$ cat config.mk
export PLATFORM = sky130hd
export DESIGN_NAME = write_batch_record_parser_flat
export DESIGN_NICKNAME = d
export VERILOG_FILES = /design/src/rtl/wbrp_pkg.sv /design/src/rtl/wbrp_if.sv /design/src/rtl/wbrp_step.sv /design/src/rtl/write_batch_record_parser.sv /design/src/flat_wrapper.sv
export SDC_FILE = /design/constraint.sdc
export NUM_CORES = 1
export LEC_CHECK = 0
export ABC_CLOCK_PERIOD_IN_PS = 9700
export BUFFER_PORTS_ARGS = -buffer_cell sky130_fd_sc_hd__buf_4
export CAP_MARGIN = 10
export CORE_ASPECT_RATIO = 0.75
export CORE_MARGIN = 1.5
export CORE_UTILIZATION = 40
export CTS_CLUSTER_SIZE = 30
export DETAILED_ROUTE_END_ITERATION = 12
export GPL_ROUTABILITY_DRIVEN = 0
export MAX_ROUTING_LAYER = met4
export SYNTH_ARGS = -nofsm -noshare
export SYNTH_HDL_FRONTEND = slang
export SYNTH_SLANG_ARGS = --single-unit
$ cat constraint.sdc
create_clock -name clock -period 9.7 [get_ports clock]
set_input_delay 1.94 -clock clock [delete_from_list [all_inputs] [get_ports clock]]
set_output_delay 1.94 -clock clock [all_outputs]
set_load 0.1 [all_outputs]
$ cat src/rtl/wbrp_pkg.sv
package wbrp_pkg;

   // header layout
   localparam logic [3:0] SEQ_BYTES    = 4'd8;
   localparam logic [3:0] HEADER_BYTES = 4'd12;

   // longest varint32, counted from zero
   localparam logic [2:0] VARINT_LAST = 3'd4;

   // configuration register indexes
   localparam logic CSR_PUT_TAG    = 1'b0;
   localparam logic CSR_DELETE_TAG = 1'b1;

   // reset values of the tag registers
   localparam logic [7:0] PUT_TAG_RESET    = 8'd1;
   localparam logic [7:0] DELETE_TAG_RESET = 8'd0;

   // byte roles
   localparam logic [2:0] ROLE_HEADER  = 3'd0;
   localparam logic [2:0] ROLE_TAG     = 3'd1;
   localparam logic [2:0] ROLE_KEYLEN  = 3'd2;
   localparam logic [2:0] ROLE_KEY     = 3'd3;
   localparam logic [2:0] ROLE_VALLEN  = 3'd4;
   localparam logic [2:0] ROLE_VAL     = 3'd5;
   localparam logic [2:0] ROLE_DISCARD = 3'd6;

   // batch status codes
   localparam logic [2:0] STATUS_OK          = 3'd0;
   localparam logic [2:0] STATUS_TOO_SMALL   = 3'd1;
   localparam logic [2:0] STATUS_BAD_PUT     = 3'd2;
   localparam logic [2:0] STATUS_BAD_DELETE  = 3'd3;
   localparam logic [2:0] STATUS_UNKNOWN_TAG = 3'd4;
   localparam logic [2:0] STATUS_WRONG_COUNT = 3'd5;

   // parser phase
   typedef enum logic [2:0] {
      PH_HEADER  = 3'd0,
      PH_TAG     = 3'd1,
      PH_KEYLEN  = 3'd2,
      PH_KEY     = 3'd3,
      PH_VALLEN  = 3'd4,
      PH_VAL     = 3'd5,
      PH_DISCARD = 3'd6
   } phase_type;

   // parser state carried from byte to byte
   typedef struct packed {
      phase_type   phase;
      logic [3:0]  header_index;
      logic [63:0] next_sequence;
      logic [31:0] expected_count;
      logic [31:0] records_found;
      logic [31:0] length_accum;
      logic [2:0]  varint_bytes;
      logic [31:0] bytes_left;
      logic        is_delete;
      logic [2:0]  error_code;
   } parse_state_type;

   localparam parse_state_type STATE_CLEAR = '{
      phase:          PH_HEADER,
      header_index:   4'd0,
      next_sequence:  64'd0,
      expected_count: 32'd0,
      records_found:  32'd0,
      length_accum:   32'd0,
      varint_bytes:   3'd0,
      bytes_left:     32'd0,
      is_delete:      1'b0,
      error_code:     STATUS_OK
   };

   // one labelled output item
   typedef struct packed {
      logic [2:0]  role;
      logic [7:0]  byte_out;
      logic        op;
      logic [63:0] record_seq;
      logic        key_end;
      logic        record_end;
      logic        batch_done;
      logic [2:0]  status;
   } result_type;

endpackage

$ cat src/rtl/wbrp_if.sv
interface wbrp_req_if;
   logic       valid;
   logic       ready;
   logic [7:0] data_byte;
   logic       last;

   modport source (output valid, output data_byte, output last, input ready);
   modport sink (input valid, input data_byte, input last, output ready);
endinterface

interface wbrp_rsp_if;
   logic        valid;
   logic        ready;
   logic [2:0]  role;
   logic [7:0]  byte_out;
   logic        op;
   logic [63:0] record_seq;
   logic        key_end;
   logic        record_end;
   logic        batch_done;
   logic [2:0]  status;

   modport source (output valid, output role, output byte_out, output op,
                   output record_seq, output key_end, output record_end,
                   output batch_done, output status, input ready);
   modport sink (input valid, input role, input byte_out, input op,
                 input record_seq, input key_end, input record_end,
                 input batch_done, input status, output ready);
endinterface

interface wbrp_csr_if;
   logic       valid;
   logic       ready;
   logic       index;
   logic [7:0] data;

   modport source (output valid, output index, output data, input ready);
   modport sink (input valid, input index, input data, output ready);
endinterface

$ cat src/rtl/wbrp_step.sv
module wbrp_step
   import wbrp_pkg::*;
(
   input  parse_state_type cur_state,
   input  logic [7:0]      data_byte,
   input  logic            last,
   input  logic [7:0]      put_tag,
   input  logic [7:0]      delete_tag,
   output parse_state_type next_state,
   output result_type      result
);

   logic [63:0] seq_slot;
   logic [31:0] cnt_slot;
   logic [31:0] len_slot;
   logic [31:0] accum;
   logic [31:0] left_dec;
   logic        rec_role;
   logic        key_len;

   // header byte placement, little-endian
   assign seq_slot = {56'd0, data_byte} << {cur_state.header_index[2:0], 3'b000};
   assign cnt_slot = {24'd0, data_byte} << {cur_state.header_index[1:0], 3'b000};

   // seven payload bits of a varint byte at their place
   always_comb begin
      case (cur_state.varint_bytes)
         3'd0:    len_slot = {25'd0, data_byte[6:0]};
         3'd1:    len_slot = {18'd0, data_byte[6:0], 7'd0};
         3'd2:    len_slot = {11'd0, data_byte[6:0], 14'd0};
         3'd3:    len_slot = {4'd0, data_byte[6:0], 21'd0};
         3'd4:    len_slot = {data_byte[3:0], 28'd0};
         default: len_slot = 32'd0;
      endcase
   end

   assign accum    = cur_state.length_accum | len_slot;
   assign left_dec = cur_state.bytes_left - 32'd1;
   assign key_len  = (cur_state.phase == PH_KEYLEN);

   // per-byte parse
   always_comb begin
      next_state        = cur_state;
      rec_role          = 1'b0;
      result.role       = ROLE_DISCARD;
      result.byte_out   = data_byte;
      result.key_end    = 1'b0;
      result.record_end = 1'b0;
      result.batch_done = 1'b0;
      result.status     = STATUS_OK;

      unique case (cur_state.phase) inside
         PH_HEADER: begin
            result.role = ROLE_HEADER;
            if (cur_state.header_index < SEQ_BYTES) begin
               next_state.next_sequence = cur_state.next_sequence | seq_slot;
            end else if (cur_state.header_index < HEADER_BYTES) begin
               next_state.expected_count = cur_state.expected_count | cnt_slot;
            end
            next_state.header_index = cur_state.header_index + 4'd1;
            if (next_state.header_index >= HEADER_BYTES) begin
               next_state.phase = PH_TAG;
            end
         end
         PH_TAG: begin
            result.role              = ROLE_TAG;
            rec_role                 = 1'b1;
            next_state.records_found = cur_state.records_found + 32'd1;
            next_state.length_accum  = 32'd0;
            next_state.varint_bytes  = 3'd0;
            if (data_byte == put_tag) begin
               next_state.is_delete = 1'b0;
               next_state.phase     = PH_KEYLEN;
            end else if (data_byte == delete_tag) begin
               next_state.is_delete = 1'b1;
               next_state.phase     = PH_KEYLEN;
            end else begin
               next_state.is_delete  = 1'b0;
               next_state.error_code = STATUS_UNKNOWN_TAG;
               next_state.phase      = PH_DISCARD;
            end
         end
         PH_KEYLEN, PH_VALLEN: begin
            result.role             = key_len ? ROLE_KEYLEN : ROLE_VALLEN;
            rec_role                = 1'b1;
            next_state.length_accum = accum;
            if (data_byte[7]) begin
               // continuation bit; a fifth such byte is an overlong varint
               if (cur_state.varint_bytes >= VARINT_LAST) begin
                  next_state.error_code = cur_state.is_delete ? STATUS_BAD_DELETE
                                                              : STATUS_BAD_PUT;
                  next_state.phase      = PH_DISCARD;
               end else begin
                  next_state.varint_bytes = cur_state.varint_bytes + 3'd1;
               end
            end else begin
               next_state.varint_bytes = 3'd0;
               if (accum == 32'd0) begin
                  // empty key or value ends here
                  if (key_len && !cur_state.is_delete) begin
                     result.key_end          = 1'b1;
                     next_state.phase        = PH_VALLEN;
                     next_state.length_accum = 32'd0;
                  end else begin
                     result.key_end           = key_len;
                     result.record_end        = 1'b1;
                     next_state.next_sequence = cur_state.next_sequence + 64'd1;
                     next_state.phase         = PH_TAG;
                  end
               end else begin
                  next_state.bytes_left = accum;
                  next_state.phase      = key_len ? PH_KEY : PH_VAL;
               end
            end
         end
         PH_KEY: begin
            result.role           = ROLE_KEY;
            rec_role              = 1'b1;
            next_state.bytes_left = left_dec;
            if (left_dec == 32'd0) begin
               result.key_end = 1'b1;
               if (cur_state.is_delete) begin
                  result.record_end        = 1'b1;
                  next_state.next_sequence = cur_state.next_sequence + 64'd1;
                  next_state.phase         = PH_TAG;
               end else begin
                  next_state.phase        = PH_VALLEN;
                  next_state.length_accum = 32'd0;
                  next_state.varint_bytes = 3'd0;
               end
            end
         end
         PH_VAL: begin
            result.role           = ROLE_VAL;
            rec_role              = 1'b1;
            next_state.bytes_left = left_dec;
            if (left_dec == 32'd0) begin
               result.record_end        = 1'b1;
               next_state.next_sequence = cur_state.next_sequence + 64'd1;
               next_state.phase         = PH_TAG;
            end
         end
         default: begin
            result.role = ROLE_DISCARD;
         end
      endcase

      result.op         = rec_role ? next_state.is_delete : 1'b0;
      result.record_seq = rec_role ? cur_state.next_sequence : 64'd0;

      // final byte: report and start a new batch
      if (last) begin
         result.batch_done = 1'b1;
         if (next_state.error_code != STATUS_OK) begin
            result.status = next_state.error_code;
         end else if (next_state.phase == PH_HEADER) begin
            result.status = STATUS_TOO_SMALL;
         end else if (next_state.phase != PH_TAG) begin
            result.status = next_state.is_delete ? STATUS_BAD_DELETE : STATUS_BAD_PUT;
         end else if (next_state.records_found != next_state.expected_count) begin
            result.status = STATUS_WRONG_COUNT;
         end else begin
            result.status = STATUS_OK;
         end
         next_state = STATE_CLEAR;
      end
   end

endmodule

$ cat src/rtl/write_batch_record_parser.sv
// an accepted byte's result is registered and is on the result port in the next cycle
// throughput: one byte per cycle unless stalled; a byte's parse is a single registered step
// a result held back by the receiver stalls the input until it is taken
// reset (synchronous, active high): parser back to the header phase, tag registers
// to put 1 and delete 0, result register empty
module write_batch_record_parser
   import wbrp_pkg::*;
(
   input  logic       clock,
   input  logic       reset,
   wbrp_req_if.sink   req_chan,
   wbrp_rsp_if.source rsp_chan,
   wbrp_csr_if.sink   csr_chan
);

   parse_state_type state_ff;
   parse_state_type state_in;
   result_type      result_ff;
   result_type      result_in;
   logic            rsp_valid_ff;
   logic [7:0]      put_tag_ff;
   logic [7:0]      delete_tag_ff;
   logic            req_ready;
   logic            req_accept;

   // input taken whenever the result register is empty or being drained
   assign req_ready      = !rsp_valid_ff || rsp_chan.ready;
   assign req_chan.ready = req_ready;
   assign req_accept     = req_chan.valid && req_ready;
   assign csr_chan.ready = 1'b1;

   // tag registers
   always_ff @(posedge clock) begin
      if (reset) begin
         put_tag_ff    <= PUT_TAG_RESET;
         delete_tag_ff <= DELETE_TAG_RESET;
      end else if (csr_chan.valid) begin
         if (csr_chan.index == CSR_PUT_TAG) begin
            put_tag_ff <= csr_chan.data;
         end
         if (csr_chan.index == CSR_DELETE_TAG) begin
            delete_tag_ff <= csr_chan.data;
         end
      end
   end

   wbrp_step u_step (
      .cur_state  (state_ff),
      .data_byte  (req_chan.data_byte),
      .last       (req_chan.last),
      .put_tag    (put_tag_ff),
      .delete_tag (delete_tag_ff),
      .next_state (state_in),
      .result     (result_in)
   );

   // parser state
   always_ff @(posedge clock) begin
      if (reset) begin
         state_ff <= STATE_CLEAR;
      end else if (req_accept) begin
         state_ff <= state_in;
      end
   end

   // result register
   always_ff @(posedge clock) begin
      if (reset) begin
         rsp_valid_ff <= 1'b0;
      end else if (req_accept) begin
         rsp_valid_ff <= 1'b1;
      end else if (rsp_chan.ready) begin
         rsp_valid_ff <= 1'b0;
      end
   end

   always_ff @(posedge clock) begin
      if (req_accept) begin
         result_ff <= result_in;
      end
   end

   assign rsp_chan.valid      = rsp_valid_ff;
   assign rsp_chan.role       = result_ff.role;
   assign rsp_chan.byte_out   = result_ff.byte_out;
   assign rsp_chan.op         = result_ff.op;
   assign rsp_chan.record_seq = result_ff.record_seq;
   assign rsp_chan.key_end    = result_ff.key_end;
   assign rsp_chan.record_end = result_ff.record_end;
   assign rsp_chan.batch_done = result_ff.batch_done;
   assign rsp_chan.status     = result_ff.status;

endmodule
$ cat src/flat_wrapper.sv
// flat-port wrapper written by rule: the top's interface ports become plain ports
module write_batch_record_parser_flat import wbrp_pkg::*;
  (clock, reset, req_chan_valid, req_chan_data_byte, req_chan_last, req_chan_ready, rsp_chan_valid, rsp_chan_role, rsp_chan_byte_out, rsp_chan_op, rsp_chan_record_seq, rsp_chan_key_end, rsp_chan_record_end, rsp_chan_batch_done, rsp_chan_status, rsp_chan_ready, csr_chan_valid, csr_chan_index, csr_chan_data, csr_chan_ready);
  wbrp_req_if req_chan_i ();
  wbrp_rsp_if rsp_chan_i ();
  wbrp_csr_if csr_chan_i ();
  input  logic clock;
  input  logic reset;
  input wire logic [$bits(req_chan_i.valid)-1:0] req_chan_valid;
  input wire logic [$bits(req_chan_i.data_byte)-1:0] req_chan_data_byte;
  input wire logic [$bits(req_chan_i.last)-1:0] req_chan_last;
  output wire logic [$bits(req_chan_i.ready)-1:0] req_chan_ready;
  output wire logic [$bits(rsp_chan_i.valid)-1:0] rsp_chan_valid;
  output wire logic [$bits(rsp_chan_i.role)-1:0] rsp_chan_role;
  output wire logic [$bits(rsp_chan_i.byte_out)-1:0] rsp_chan_byte_out;
  output wire logic [$bits(rsp_chan_i.op)-1:0] rsp_chan_op;
  output wire logic [$bits(rsp_chan_i.record_seq)-1:0] rsp_chan_record_seq;
  output wire logic [$bits(rsp_chan_i.key_end)-1:0] rsp_chan_key_end;
  output wire logic [$bits(rsp_chan_i.record_end)-1:0] rsp_chan_record_end;
  output wire logic [$bits(rsp_chan_i.batch_done)-1:0] rsp_chan_batch_done;
  output wire logic [$bits(rsp_chan_i.status)-1:0] rsp_chan_status;
  input wire logic [$bits(rsp_chan_i.ready)-1:0] rsp_chan_ready;
  input wire logic [$bits(csr_chan_i.valid)-1:0] csr_chan_valid;
  input wire logic [$bits(csr_chan_i.index)-1:0] csr_chan_index;
  input wire logic [$bits(csr_chan_i.data)-1:0] csr_chan_data;
  output wire logic [$bits(csr_chan_i.ready)-1:0] csr_chan_ready;
  assign req_chan_i.valid = req_chan_valid;
  assign req_chan_i.data_byte = req_chan_data_byte;
  assign req_chan_i.last = req_chan_last;
  assign req_chan_ready = req_chan_i.ready;
  assign rsp_chan_valid = rsp_chan_i.valid;
  assign rsp_chan_role = rsp_chan_i.role;
  assign rsp_chan_byte_out = rsp_chan_i.byte_out;
  assign rsp_chan_op = rsp_chan_i.op;
  assign rsp_chan_record_seq = rsp_chan_i.record_seq;
  assign rsp_chan_key_end = rsp_chan_i.key_end;
  assign rsp_chan_record_end = rsp_chan_i.record_end;
  assign rsp_chan_batch_done = rsp_chan_i.batch_done;
  assign rsp_chan_status = rsp_chan_i.status;
  assign rsp_chan_i.ready = rsp_chan_ready;
  assign csr_chan_i.valid = csr_chan_valid;
  assign csr_chan_i.index = csr_chan_index;
  assign csr_chan_i.data = csr_chan_data;
  assign csr_chan_ready = csr_chan_i.ready;
  write_batch_record_parser u_core (.clock(clock), .reset(reset), .req_chan(req_chan_i), .rsp_chan(rsp_chan_i), .csr_chan(csr_chan_i));
endmodule
* Yosys cells after proc, flatten, opt, wreduce, memory -nomap -nowiden
Cells that the tools add are included.
** Operators by class
- Add/subtract/negate cells :: 5
- $lt $le $gt $ge :: 4
- Equality and inequality tests :: 23
- Shift operators :: 2
- Multiplexer cells :: 67
- Bitwise gates (word level) :: 4
- Reduce and logical (&&, ||, !) cells :: 26
** Operators with widths (number)
- 64-bit two-way mux :: 7
- 32-bit two-way mux :: 9
- 64-bit one-hot mux with 4 select lines :: 1
- 206-bit two-way mux :: 1
- 32-bit one-hot mux with 5 select lines :: 1
- 35-bit one-hot mux with 3 select lines :: 1
- 35-bit two-way mux :: 2
- 3-bit two-way mux :: 22
- 64-bit by 1-bit adder with 64-bit output (second input constant) :: 1
- 32-bit zero test :: 2
- 32-bit OR :: 2
- 64-bit OR :: 1
- 32-bit one-hot mux with 2 select lines :: 1
- 8-bit by 6-bit left shift with 64-bit output :: 1
- 32-bit by 1-bit adder with 32-bit output (second input constant) :: 1
- 32-bit inequality test :: 1
- 8-bit by 5-bit left shift with 32-bit output :: 1
- 32-bit by 1-bit subtractor with 32-bit output (second input constant) :: 1
- 3-bit one-hot mux with 5 select lines :: 2
- 3-bit inequality test (second input constant) :: 6
- 8-bit == test :: 2
- 3-bit by 2-bit == test with 1-bit output (second input constant) :: 4
- 1-bit two-way mux :: 12
- 3-bit == test (second input constant) :: 3
- 29 further kinds :: 46
** Word-level totals
- Bits in registers :: 305
- Input bits :: 23
- Output and inout bits :: 85
- Logic and storage cells :: 152

* Depth between registers and ports, before layout
Gate-level depths: netlist of the first run.
- Depth in word-level cells :: 12
- Mapped depth :: 13

* By module
From an unflattened synthesis of the first run, not the netlist that was laid out.
** Unflattened totals
- Cells, all modules :: 2756
- Area total of the unflattened synthesis :: 21653.3 µm²
** By module, submodules not included
- write_batch_record_parser :: times used 1, cells an instance 1101, area an instance 12196.7 µm²
- wbrp_step :: times used 1, cells an instance 1655, area an instance 9456.6 µm²

* Worst setup path after synthesis of the first run
Ideal clock, no wire load.
- Path type :: input port to flip-flop
- From :: input rsp_chan_ready
- To :: register u_core.state_ff[100] (netlist bit)
- Library setup time :: 0.132 ns
- Arrival :: 6.411 ns
- Required time :: 9.568 ns
- Path slack :: 3.156 ns
- Stages on the path :: 8
- Buffers on the path :: 2
- Path through :: nand2b_1 nand2_1 clkinv_1 clkbuf_1 clkbuf_1 o21ai_0 nand2_1 a21oi_1
** Between the ends
- Cells in the longest elaborated chain, start to end :: 2
** RTL lines
- start: declaration :: RTL line flat_wrapper.sv:22 : input wire logic [$bits(rsp_chan_i.ready)-1:0] rsp_chan_ready;
- 1-bit logical OR :: RTL line write_batch_record_parser.sv:27 : assign req_ready = !rsp_valid_ff || rsp_chan.ready;
- 1-bit logical AND :: RTL line write_batch_record_parser.sv:29 : assign req_accept = req_chan.valid && req_ready;
- net u_core.req_accept :: RTL line write_batch_record_parser.sv:24 : logic req_accept;
- end signal: assignment :: RTL line write_batch_record_parser.sv:62 : state_ff <= state_in;
- end: declaration :: RTL line write_batch_record_parser.sv:16 : parse_state_type state_ff;
The timed path passes the listed nets, and every way through them passes these cells.
A chain may end at the register's enable or synchronous reset.

* Final worst setup path of the first run
- From :: input req_chan_data_byte[0]
- To :: register u_core.state_ff[165] (netlist bit)
** Between the ends
- Cells in the longest elaborated chain, start to end :: 5
** RTL lines
- start: declaration :: RTL line flat_wrapper.sv:10 : input wire logic [$bits(req_chan_i.data_byte)-1:0] req_chan_data_byte;
- 32-bit one-hot mux with 5 select lines :: RTL line wbrp_step.sv:27 : case (cur_state.varint_bytes)
- 32-bit OR :: RTL line wbrp_step.sv:37 : assign accum = cur_state.length_accum | len_slot;
- 32-bit zero test :: RTL line wbrp_step.sv:98 : if (accum == 32'd0) begin
- 3-bit inequality test (no source line)
- 9-bit AND reduction (no source line)
Every way passes these cells.

==> results of run 1 <==
how the worst min path moves through the flow:
stage                            to  slack [ns]  cells past startpoint
2_1_floorplan  u_core.state_ff[113]        0.44                      2
3_3_place_gp   u_core.state_ff[121]        0.45                      2
3_5_place_dp   u_core.state_ff[117]        0.45                      2
4_1_cts        u_core.state_ff[117]        0.47                      2
5_1_grt        u_core.put_tag_ff[4]        0.49                      2
6_report       u_core.state_ff[110]        0.47                      2
flip-flops by register name (all words and copies together), names as in the netlist:
register                    flops
u_core.delete_tag_ff            8
u_core.put_tag_ff               8
u_core.rsp_chan.batch_done      1
u_core.rsp_chan.byte_out        8
u_core.rsp_chan.key_end         1
u_core.rsp_chan.op              1
u_core.rsp_chan.record_end      1
u_core.rsp_chan.record_seq     64
u_core.rsp_chan.role            3
u_core.rsp_chan.status          3
u_core.rsp_chan.valid           1
u_core.state_ff               206
routing by layer:
metal  track usage [%]  vias to the layer above
met5                 -                        -
met4             7.318                        0
met3             3.575                       74
met2             37.28                      745
met1             35.42                     7641
li1                  -                     7417
worst min-delay path, delay by kind of cell (launching register included):
kind,cells,cell delay (ns)
AOI/OAI and AO/OA,1,0.04
DFF,1,0.33
and+or+nand+nor,1,0.07
cell families after synthesis:
group,count (synthesis),synth area share (%)
other,1,0.02287
AOI/OAI and AO/OA,594,21.74
adders and majority gates,10,0.7630
buffers and inverters,193,4.654
muxes,4,0.2442
DFF,305,42.24
xor gates and xnor gates,86,4.593
and+or+nand+nor,839,25.75
cell usage in the layout (no fill, tap or decap), types with 21 or more instances in the layout:
master and n:
dfxtp_1 223, and2_1 73, o21ai_0 88, clkbuf_16 36, buf_4 134, a31oi_1 64, nand2_1 206, nor4_1 44
nor3_1 76, inv_1 30, nor2_1 173, xor2_1 22, a21oi_1 288, a211oi_1 26, or3_1 21, edfxtp_1 82
nand4_1 44, nand3_1 82, xnor2_1 64
power by group through the flow:
stage	registers (mW)	logic [mW]	clock network, mW
2_1_floorplan	1.51	0.233	0
3_3_place_gp	1.40	0.465	0
3_5_place_dp	1.40	0.470	0
4_1_cts	1.37	0.471	1.33
5_1_grt	1.37	0.506	1.38
6_report	1.37	0.477	1.30
final cells by class:
cell class	count	share of cell area (%)
Timing Repair Buffer	135	5.476
Multi-Input combinational cell	1534	47.09
Inverter	33	0.6802
Clock buffer	49	5.327
Clock inverter	11	0.5859
Tap cell	528	3.556
Sequential cell	305	37.28
per-stage QoR:
| stage | instance area (µm²) | setup slack, ns | hold slack [ns] | utilization [%] |
|---|---|---|---|---|
| floorplan | 16400 | 3.157 | 0.4373 | - |
| detailed placement | 17470 | 4.448 | 0.4540 | 43.03 |
| global route | 18580 | 4.337 | 0.4912 | 45.76 |
| finish | 18580 | 4.827 | 0.4697 | 45.76 |
| global placement | 17470 | 4.471 | 0.4500 | 43.03 |
| CTS | 18570 | 4.845 | 0.4744 | 45.73 |
==> flow_metrics.py, run 1 <==
metrics = {
    "global_routing": {
        "grt_pass1_wl_um": 82050,
        "overflow": 0,
        "first_global_vias": 14660,
        "grt_max_degree": 75,
        "grt.total_usage_pct": 25.10,
        "grt_antenna_before_repair": 0,
    },
    "sta": {
        "tightest_slew_ns": 1.173,
        "max_freq_mhz": 205.2,
        "finalCritPeriodShare_pct": 50.23,
        "rsz0062_at_grt": "no",
        "slew_violations": 0,
        "fin_crit_ns": 4.873,
        "max_slew_margin_pct": 20.73,
        "finalHoldViolCount": 0,
        "skew_ns": 0.01830,
        "setup_viol": 0,
        "setup_tns_ns": 0,
    },
    "synth": {
        "yosysTopAreaCellShare_pct": 27.22,
        "synth.cell_area_um2": 16400,
        "synth-main-ff-cell": "dfxtp_1",
        "yosys.area.top_type": "dfxtp_1",
        "yosysSeqAreaShare_pct": 42.24,
        "yosys-top-cells-area": "dfxtp_1, edfxtp_1, a21oi_1, nand2_1, nor2_1",
        "synthCells": 2032,
        "synth_most_common_cell": "a21oi_1",
        "synth-edff-count": 82,
        "ys_warn_count": 0,
        "yosys_register_bits": 305,
        "avgSynthCellArea_um2": 8.071,
        "synth_nets": 2065,
        "synth.distinct_cells": 77,
        "async_flop_share_pct": 0,
        "synth_commonest_cells": "a21oi_1, dfxtp_1, nand2_1",
    },
    "route": {
        "drtAntennaViolNets": 0,
        "wirelength_um": 52740,
        "routed-wl-met3_um": 4464,
        "avgViaCountPerCell": 6.118,
        "top_layer_used": "met4",
        "drt-initial-drc-count": 1803,
        "met1Wirelength_um": 24110,
        "drc": 0,
        "vias": 15880,
        "wl_per_cell_um": 20.32,
        "dr_wl_met2_um": 23020,
        "drt_pass1_iterations": 6,
    },
    "floorplanning": {
        "fp.dieH_um": 178.4,
        "num_io_pins": 108,
        "chipWidth_um": 236.8,
        "rows": 64,
        "start_util_pct": 40.39,
        "coreArea_um2": 40600,
        "die-area_um2": 42240,
    },
    "critical_path": {
        "worstSetupStartpoint": "req_chan_data_byte[0]",
        "max_stage_delay_ns": 0.63,
        "cpMostUsedCell": "buf_4",
        "cp_slowest_cell": "buf_4",
        "worst-path-buf-inv": 2,
        "crit_path_end_kind": "flip-flop",
        "cp_cell_sequence": "buf_4 > or4_1 > o21ai_0 > a41oi_1 > o41ai_1 > nand3_1 > o211ai_4 > buf_4 > a21oi_1 > a311oi_1",
        "r2r_end": "u_core.state_ff[54]",
        "r2r_start": "u_core.state_ff[4]",
        "cp.arrival_ns": 5.31,
        "endpoint": "u_core.state_ff[165]",
        "crit_path_start_kind": "input port",
        "cp.required_ns": 10.13,
        "reg2reg_slack_ns": 4.85,
        "critPathMaxFanout": 69,
        "path_delay_family": "compound AO/OA/AOI/OAI gates",
        "ff2ff_path_depth": 11,
        "critPathKind": "input port to flip-flop",
        "path_depth": 10,
    },
    "pwr": {
        "p_sw_mw": 0.9340,
        "internal-power_mw": 2.214,
        "leakagePower_nw": 6.425,
        "p_sw_share_pct": 29.67,
        "power_mw": 3.148,
        "power.density_nw_per_um2": 169.5,
        "clock_power_share_pct": 41.4,
        "p_comb_share_pct": 15.1,
        "p_seq_share_pct": 43.5,
        "vdd_ir_drop_max_mv": 0.1286,
    },
    "final_layout": {
        "diodes": 0,
        "syn2layout_area_growth_pct": 13.28,
        "drive_gt1_share_pct": 10.40,
        "final_net_count": 2076,
        "fillers": 3978,
        "seqCellArea_um2": 6927,
        "multi_input_area_um2": 8748,
        "stdcell_count": 2595,
    },
    "placed_design": {
        "portBuffers": 106,
        "dp_cells": 2534,
        "hpwl_um": 33550,
    },
    "cts": {
        "clk_path_buf_depth": 3,
        "cts_num_sinks": 305,
        "h-tree-depth": 2,
        "cts_inserted_buffers": 34,
        "post_cts.repair.setup_buffers": 0,
        "worstSkewPairLatency_ns": 0.53,
        "clk_pin_slew_ns": 0.06,
        "cts_tree": "yes",
        "hold_buffers": 0,
        "ctsResizeCount": 0,
        "clockRootBuffer": "clkbuf_16",
    },
    "status": {
        "status": "complete, no violations",
    },
    "run": {
        "drv_cap": 0,
    },
    "worst_hold_path": {
        "min_from": "u_core.state_ff[110]",
        "worstHoldPathType": "flip-flop to flip-flop",
    },
}
Power figures use the tool's default switching activity.
==> run 2: changes to the inputs <==
--- a/config.mk
+++ b/config.mk
@@ -5,7 +5,7 @@
 export SDC_FILE = /design/constraint.sdc
 export NUM_CORES = 1
 export LEC_CHECK = 0
-export ABC_CLOCK_PERIOD_IN_PS = 9700
+export ABC_CLOCK_PERIOD_IN_PS = 4200
 export BUFFER_PORTS_ARGS = -buffer_cell sky130_fd_sc_hd__buf_4
 export CAP_MARGIN = 10
 export CORE_ASPECT_RATIO = 0.75
==> constraint.sdc (replaced) <==
create_clock -name clock -period 4.2 [get_ports clock]
set_input_delay 0.84 -clock clock [delete_from_list [all_inputs] [get_ports clock]]
set_output_delay 0.84 -clock clock [all_outputs]
set_load 0.1 [all_outputs]
==> flow_metrics.py, run 2 (same netlist as run 1, synthesis figures left out) <==
metrics = {
    "critical_path": {
        "cp_cell_sequence": "or4_1 > or4_1 > o31a_1 > or4_4 > a2111o_1 > o211ai_4 > buf_12 > a21oi_1 > a311oi_1",
        "crit_path_start_kind": "flip-flop",
        "r2r_start": "u_core.state_ff[22]",
        "critPathKind": "flip-flop to flip-flop",
        "cp.required_ns": 4.64,
        "r2r_end": "u_core.state_ff[165]",
        "critPathMaxFanout": 69,
        "worstSetupStartpoint": "u_core.state_ff[22]",
        "endpoint": "u_core.state_ff[165]",
        "crit_path_end_kind": "flip-flop",
        "cp.arrival_ns": 4.36,
        "ff2ff_path_depth": 9,
        "cp_slowest_cell": "or4_1",
        "reg2reg_slack_ns": 0.28,
        "cpMostUsedCell": "or4_1",
        "max_stage_delay_ns": 0.64,
    },
    "sta": {
        "skew_ns": 0.02374,
        "slew_violations": 0,
        "finalCritPeriodShare_pct": 93.24,
        "finalHoldViolCount": 0,
        "tightest_slew_ns": 1.156,
        "setup_viol": 0,
        "setup_tns_ns": 0,
        "fin_crit_ns": 3.916,
        "rsz0062_at_grt": "no",
        "max_freq_mhz": 255.4,
        "layout_setup_ws_ns": 0.2840,
        "max_slew_margin_pct": 22.40,
    },
    "run": {
        "drv_cap": 0,
    },
    "route": {
        "drtAntennaViolNets": 0,
        "avgViaCountPerCell": 6.069,
        "wirelength_um": 53070,
        "drt-initial-drc-count": 1909,
        "drt_pass1_iterations": 6,
        "vias": 16020,
        "wl_per_cell_um": 20.10,
        "drc": 0,
    },
    "pwr": {
        "power.density_nw_per_um2": 390.4,
        "power_mw": 7.401,
        "vdd_ir_drop_max_mv": 0.2800,
        "leakagePower_nw": 6.668,
    },
    "final_layout": {
        "fillers": 3947,
        "layout_common_cells": "a21oi_1, dfxtp_1, nand2_1",
        "final_common_cell": "a21oi_1",
        "largest_reg_flops": 206,
        "final_net_count": 2118,
        "drive_gt1_share_pct": 12.50,
        "syn2layout_area_growth_pct": 15.58,
        "largest-register": "u_core.state_ff",
        "final_core_util_pct": 46.69,
        "stdcell_count": 2640,
        "diodes": 0,
    },
    "floorplanning": {
        "die-area_um2": 42240,
        "rows": 64,
        "coreArea_um2": 40600,
        "chipWidth_um": 236.8,
        "num_io_pins": 108,
        "start_util_pct": 40.39,
        "fp.dieH_um": 178.4,
    },
    "global_routing": {
        "overflow": 0,
        "grt.total_usage_pct": 25.36,
        "grt_antenna_before_repair": 0,
        "first_global_vias": 14550,
        "grt_pass1_wl_um": 83120,
        "grt_max_degree": 70,
    },
    "cts": {
        "worstSkewPairLatency_ns": 0.55,
        "hold_buffers": 0,
        "h-tree-depth": 2,
        "clockRootBuffer": "clkbuf_16",
        "clk_path_buf_depth": 3,
        "cts_inserted_buffers": 35,
        "post_cts.repair.setup_buffers": 0,
        "clk_pin_slew_ns": 0.06,
        "ctsResizeCount": 0,
        "cts_tree": "yes",
        "cts_num_sinks": 305,
    },
    "placed_design": {
        "pre_cts_slack_ns": 0.3460,
        "portBuffers": 106,
        "dp_cells": 2576,
        "hpwl_um": 35330,
    },
    "status": {
        "status": "complete, no violations",
    },
    "worst_hold_path": {
        "worstHoldPathType": "flip-flop to flip-flop",
    },
}
run 2: critical path, delay by kind of cell (launching register included):
family / cells / cell delay, ns
flops: 1 / 0.38
buf+inv: 1 / 0.31
simple gates: 3 / 1.73
compound gates: 5 / 1.35
run 2: worst min path at each step:
| stage | slack, ns | end | depth (start not counted) | start |
|---|---|---|---|---|
| global placement | 0.45 | u_core.state_ff[119] | 2 | u_core.state_ff[119] |
| floorplan | 0.44 | u_core.state_ff[113] | 2 | u_core.state_ff[113] |
| detailed placement | 0.46 | u_core.state_ff[106] | 2 | u_core.state_ff[106] |
| global route | 0.49 | u_core.delete_tag_ff[2] | 2 | u_core.delete_tag_ff[2] |
| CTS | 0.47 | u_core.state_ff[105] | 2 | u_core.state_ff[105] |
| finish | 0.47 | u_core.state_ff[110] | 2 | u_core.state_ff[110] |
run 2: layout make-up:
cell class / count / area, µm² / area share, %
Timing Repair Buffer: 176 / 1334 / 7.037
Clock inverter: 16 / 147.6 / 0.7789
Tap cell: 528 / 660.6 / 3.485
Inverter: 33 / 126.4 / 0.6667
Multi-Input combinational cell: 1534 / 8753 / 46.18
Sequential cell: 305 / 6927 / 36.54
Clock buffer: 48 / 1006 / 5.307
run 2: layer usage:
layer	vias up	routed length (µm)	GRT usage (%)
met2	722	22710	36.70
met1	7726	24860	36.59
li1	7513	-	-
met3	60	4709	4.457
met4	0	790	5.823
met5	-	0	-
run 2: report_power, final:
group	switching (mW)	internal, mW	total (mW)	leakage (nW)
clock	1.32	1.77	3.09	0.573
sequential	0.0680	3.09	3.16	2.63
combinational	0.859	0.289	1.15	3.47
total	2.25	5.15	7.40	6.67
run 2: per-stage QoR:
step                instance area (µm²)  hold WS (ns)
CTS                               18950        0.4711
detailed placement                17800        0.4552
finish                            18950        0.4685
floorplan                         16400        0.4373
global placement                  17800        0.4479
global route                      18950        0.4893
